<file path="src/hdl/ttt_pkg.sv">
// ----------------------------------------------------------------------------
// ttt_pkg
// Shared types and constants for the two-way transposition table.
// ----------------------------------------------------------------------------
package ttt_pkg;

    // Field widths of one request and one result.
    localparam int KEY_W   = 64;
    localparam int DEPTH_W = 8;
    localparam int AGE_W   = 16;
    localparam int SCORE_W = 32;
    localparam int MOVE_W  = 16;
    localparam int FUNC_W  = 2;

    // Operation codes carried in the func field.
    localparam logic [FUNC_W-1:0] FUNC_LOOKUP = 2'd0;
    localparam logic [FUNC_W-1:0] FUNC_STORE  = 2'd1;
    localparam logic [FUNC_W-1:0] FUNC_CLEAR  = 2'd2;

    // Reset value of the age tolerance register.
    localparam logic [AGE_W-1:0] AGE_TOL_RESET = 16'd4;

    // One slot of either way.
    typedef struct packed {
        logic [KEY_W-1:0]   key;
        logic [AGE_W-1:0]   age;
        logic [SCORE_W-1:0] score;
        logic [MOVE_W-1:0]  move;
        logic [DEPTH_W-1:0] depth;
    } t_entry;

    // Commands from the controller to the datapath.
    typedef struct packed {
        logic load;      // capture the accepted request
        logic wipe;      // zero one slot of both ways at the sweep address
        logic read;      // read both ways at the computed index
        logic commit;    // perform the store write, if the request is a store
        logic out_load;  // load the result register
    } t_cmd;

    // Status from the datapath to the controller.
    typedef struct packed {
        logic wipe_last; // the sweep address is the last slot
        logic idx_done;  // the slot index is ready
    } t_sts;

endpackage

</file>
<file path="src/hdl/ttt_ctrl.sv">
// ----------------------------------------------------------------------------
// ttt_ctrl
// Sequencer for the transposition table: reset and clear sweeps, request capture,
// index wait, memory read, commit and result hand-off.
// ----------------------------------------------------------------------------
module ttt_ctrl
    import ttt_pkg::*;
(
    input  logic              i_clk,
    input  logic              i_rst_n,
    input  logic              i_in_valid,
    input  logic [FUNC_W-1:0] i_func,
    input  logic              i_out_stall,
    input  t_sts              i_sts,
    output t_cmd              o_cmd,
    output logic              o_in_stall,
    output logic              o_out_valid
);

    typedef enum logic [2:0] {
        ST_INIT,
        ST_IDLE,
        ST_INDEX,
        ST_EVAL,
        ST_HOLD,
        ST_CLEAR
    } t_state;

    t_state r_state;
    t_state n_state;
    logic   r_out_valid;
    logic   n_out_valid;
    logic   accept;
    logic   out_free;

    assign accept   = i_in_valid && (r_state == ST_IDLE);
    assign out_free = !r_out_valid || !i_out_stall;

    // Next state and commands.
    always_comb begin
        n_state = r_state;
        o_cmd   = '0;
        unique case (r_state)
            ST_INIT: begin
                o_cmd.wipe = 1'b1;
                if (i_sts.wipe_last) begin
                    n_state = ST_IDLE;
                end
            end
            ST_IDLE: begin
                if (accept) begin
                    o_cmd.load = 1'b1;
                    n_state    = (i_func == FUNC_CLEAR) ? ST_CLEAR : ST_INDEX;
                end
            end
            ST_INDEX: begin
                if (i_sts.idx_done) begin
                    o_cmd.read = 1'b1;
                    n_state    = ST_EVAL;
                end
            end
            ST_EVAL: begin
                o_cmd.commit = 1'b1;
                if (out_free) begin
                    o_cmd.out_load = 1'b1;
                    n_state        = ST_IDLE;
                end else begin
                    n_state = ST_HOLD;
                end
            end
            ST_HOLD: begin
                if (out_free) begin
                    o_cmd.out_load = 1'b1;
                    n_state        = ST_IDLE;
                end
            end
            ST_CLEAR: begin
                o_cmd.wipe = 1'b1;
                if (i_sts.wipe_last) begin
                    n_state = ST_HOLD;
                end
            end
            default: begin
                n_state = ST_IDLE;
            end
        endcase
    end

    // Result valid flag follows the result register.
    always_comb begin
        n_out_valid = r_out_valid;
        if (o_cmd.out_load) begin
            n_out_valid = 1'b1;
        end else if (!i_out_stall) begin
            n_out_valid = 1'b0;
        end
    end

    // State and registered outputs.
    always_ff @(posedge i_clk) begin
        if (!i_rst_n) begin
            r_state     <= ST_INIT;
            r_out_valid <= 1'b0;
        end else begin
            r_state     <= n_state;
            r_out_valid <= n_out_valid;
        end
    end

    assign o_in_stall  = (r_state != ST_IDLE);
    assign o_out_valid = r_out_valid;

endmodule

</file>
<file path="config.mk">
export PLATFORM = sky130hd
export DESIGN_NAME = ttt_ctrl
export DESIGN_NICKNAME = d
export VERILOG_FILES = /design/src/hdl/ttt_pkg.sv /design/src/hdl/ttt_ctrl.sv
export SDC_FILE = /design/constraint.sdc
export NUM_CORES = 1
export LEC_CHECK = 0
export BUFFER_PORTS_ARGS = -buffer_cell sky130_fd_sc_hd__buf_2
export CORE_AREA = 2 2 39 41
export DETAILED_ROUTE_END_ITERATION = 16
export DIE_AREA = 0 0 41 43
export GPL_TIMING_DRIVEN = 0
export PLACE_DENSITY_LB_ADDON = 0.25
export SLEW_MARGIN = 20
export SYNTH_ARGS = -nofsm -noshare
export SYNTH_HDL_FRONTEND = slang
export SYNTH_SLANG_ARGS = --single-unit
export TNS_END_PERCENT = 100
</file>
<file path="constraint.sdc">
create_clock -name i_clk -period 1.8 [get_ports i_clk]
set_input_delay 0.45 -clock i_clk [delete_from_list [all_inputs] [get_ports i_clk]]
set_output_delay 0.45 -clock i_clk [all_outputs]
set_load 0.01 [all_outputs]
</file>
==> metrics.md <==
| Metric | Value |
|---|---|
| DR iter-0 viols | `11` |
| Yosys reg bits | `4` |
| Vias per cell | `4.81` |
| Hold worst-path end | `r_state[2]` |
| Core ar. | `1380 sq um` |
| Num ports | `15` |
| Relative slew slack | `0.791` |
| Final setup TNS | `0 ns` |
| Worst path cell trace | `buf_6 -> and3b_2 -> nor2_4 -> a21oi_2 -> buf_4 -> buf_2` |
| Leak Pwr | `between 0.2 and 0.3 nW` |
| Setup violators final | `0` |
| Measured slew at the worst slew-check pin | `0.309 ns` |
| Synth top area share | `0.219` |
| Logic pwr share | `0.593` |
| Post-detail-place hpwl | `626 microns` |
| Count of cell types in the netlist | `28` |
| Largest net degree at the start of global routing | `13` |
| Sequential Power Share | `0.256` |
| Syn-to-layout area delta | `54.5%` |
| Placed Cells | `75` |
| Total Routing Usage GR | `0.123` |
| Total CTS buffers | `3` |
| Crit start category | `flip-flop` |
| Max FO, Critical Path | `5` |
| Worst reg2reg path endpoint | `r_state[1]` |
| Routed WL | `882 microns` |
| Critical Path RT | `approximately 1.4 ns` |
| CTS clk-pin slew, worst paths | `around 0.040 ns` |
| Worst r2r src | `r_state[1]` |
| Critical path's largest stage delay | `roughly 0.31 ns` |
| Placer congestion estimate | `0.730` |
| P per Cell Area | `between 1000 and 1500 nW/um^2` |
| Worst min path class | `input pin to flip-flop` |
| Die W | `slightly above 40 microns` |
| R2R depth | `7` |
| Die area | `1760 sq um` |
| Total chip power | `0.000716 W` |
| Max Root-Sink Buffers | `2` |
| Critical path arrival | `roughly 1.3 ns` |
| Synth Net Count | `53` |
| Hold Crit Depth | `2` |
| DRT Pass-1 Iters | `4` |
| Slowest cell on the critical path | `dfxtp_2` |
| WS Path Type | `flip-flop to output port` |
| Final #Nets | `80` |
| CTS tree | `built` |
| Sw Pwr | `~0.00029 W` |
| Final hold viol count | `0` |
| Status | `finished clean` |
| Post-Layout Cell Count | `between 80 and 90` |
| Rows | `14` |
| Internal | `0.000430 W` |
| Max-slew violations | `0` |
| Number of global-route vias before repair | `356` |
| I/O Buffers | `14` |
| DR WL/cell | `roughly 10 microns` |
| Syn Area/Cell | `about 8.1 sq um` |
| First-pass GRT wire length | `1.48 mm` |
| Hold_sp | `i_rst_n` |
| Clk_lat worst skew | `0.23 ns` |
| Flop2flop setup slack | `0.47 ns` |
| FMAX | `0.570 GHz` |
| Layout cells sized above 1 | `0.543` |
| Via total after detailed routing | `about 410` |
| Minimum clock period | `1.76 ns` |
| Pre-CTS WS | `around 0.17 ns` |
| Crit path depth | `6` |
| Most frequent cells in the layout | `buf_2, buf_4, nor2_1` |
| Final worst slack | `0.0441 ns` |
| Initial antenna violation count | `0` |
| Clock sink count | `4` |
| Die H | `~43 microns` |
| Synth Warn # | `0` |
| Clock network fraction of total power | `0.151` |
| Final ANT Viol Nets | `0` |
| Most common cell after layout, fill and taps aside | `buf_2` |
| Clock Tree Root | `clkbuf_4` |
| Initial core utilization | `0.264` |
| Max_cap viols | `0` |
| Seq/Total Area, Yosys | `0.219` |
| Post-Synthesis Cells | `45` |
| CP bufs+invs | `3` |
| Cell accounting for the most synthesized area | `dfxtp_1` |
| Total grt overflow | `0` |
| Clk_skew | `0.00147 ns` |
| CTS H-tree lvls | `1` |
| Synth top area cells | `dfxtp_1, mux2i_1, nor4bb_1` |
| # diodes | `0` |
| Net Sw Frac | `0.400` |
| Crit. End Element | `output port` |
| Synthesized area | `about 370 sq um` |
| Cell family with most CP delay | `buffers and inverters` |
| Peak VDD IR | `just over 0.5 mV` |
| # DRC | `0` |
| Fin crit share | `0.975` |
stage by stage:
| step | cell area [sq um] | utilization | hold WS, ns |
|---|---|---|---|
| final | 564 | 0.408 | 0.490 |
| after global routing | 564 | 0.408 | 0.496 |
| after CTS | 522 | 0.377 | 0.481 |
| after detailed placement | 455 | 0.329 | 0.535 |
| after global placement | 455 | 0.329 | 0.547 |
| after floorplan | 365 | - | 0.548 |
worst max path at each step:
stage	startpoint	endpoint
detailed placement	r_state[2]	o_cmd[0]
floorplan	r_state[2]	o_cmd[0]
finish	r_state[1]	o_cmd[0]
global route	r_state[1]	o_cmd[0]
CTS	r_state[1]	o_cmd[0]
global placement	r_state[2]	o_cmd[0]
power by group through the flow:
| stage | clock [W] | combinational [W] | sequential (W) |
|---|---|---|---|
| finish | 0.000108 | 0.000425 | 0.000183 |
| global route | 0.000123 | 0.000474 | 0.000193 |
| CTS | 0.000118 | 0.000377 | 0.000177 |
| detailed placement | 0 | 0.000398 | 0.000142 |
| global placement | 0 | 0.000395 | 0.000141 |
| floorplan | 0 | 0.000294 | 0.000139 |
registers in the layout (all words and copies together) (netlist names):
name,count
o_out_valid,1
r_state,3
metal layers:
| metal | routed length, microns | track usage | vias up |
|---|---|---|---|
| li1 | - | - | 215 |
| met5 | 0 | 0 | - |
| met2 | 427 | 0.178 | 14 |
| met3 | 65 | 0.0471 | 0 |
| met1 | 388 | 0.154 | 185 |
| met4 | 0 | 0.0600 | 0 |
kinds of logic after synthesis:
group | Yosys count | share of synthesized area
DFF | 4 | 0.219
buffers and inverters | 6 | 0.106
muxes | 2 | 0.0548
xor gates and xnor gates | 1 | 0.0240
and+or+nand+nor | 20 | 0.360
AOI/OAI and AO/OA | 12 | 0.236
what timing repair did:
action,in CTS,in global routing
hold buffers,0,0
gates cloned,0,1
setup buffers,4,4
pin swaps,2,2
setup endpoints to repair,1,3
resized for setup,8,3
worst reg2reg max path: cells and delay by family (launching register included):
family,cells,cell delay [ns]
AOI/OAI and AO/OA,3,0.51
buffers and inverters,3,0.34
DFF,1,0.32
and+or+nand+nor,1,0.04
final cells by class:
class | count | area [sq um]
repair buffers | 23 | 135
clock buffers | 3 | 22.5
flip-flops and latches | 4 | 86.3
well taps | 16 | 20.0
multi-input cells | 35 | 263
fillers | 142 | 820
plain buffers | 3 | 30.0
inverters | 2 | 7.51
cells in the mapped netlist, drive strengths merged:
library cell and number:
nor2 5, buf 4, dfxtp 4, o21ai 4
nand2 3, a21oi 2, inv 2, mux2i 2
nand2b 2, nand3 2, nor4bb 2, a211oi 1
a21boi 1, a31oi 1, and2b 1, and3b 1
nand4 1, nor2b 1, nor3b 1, nor4b 1
o2111a 1, o211a 1, o2bb2ai 1, xor2 1
No activity file was read; power rests on OpenSTA's default activity.
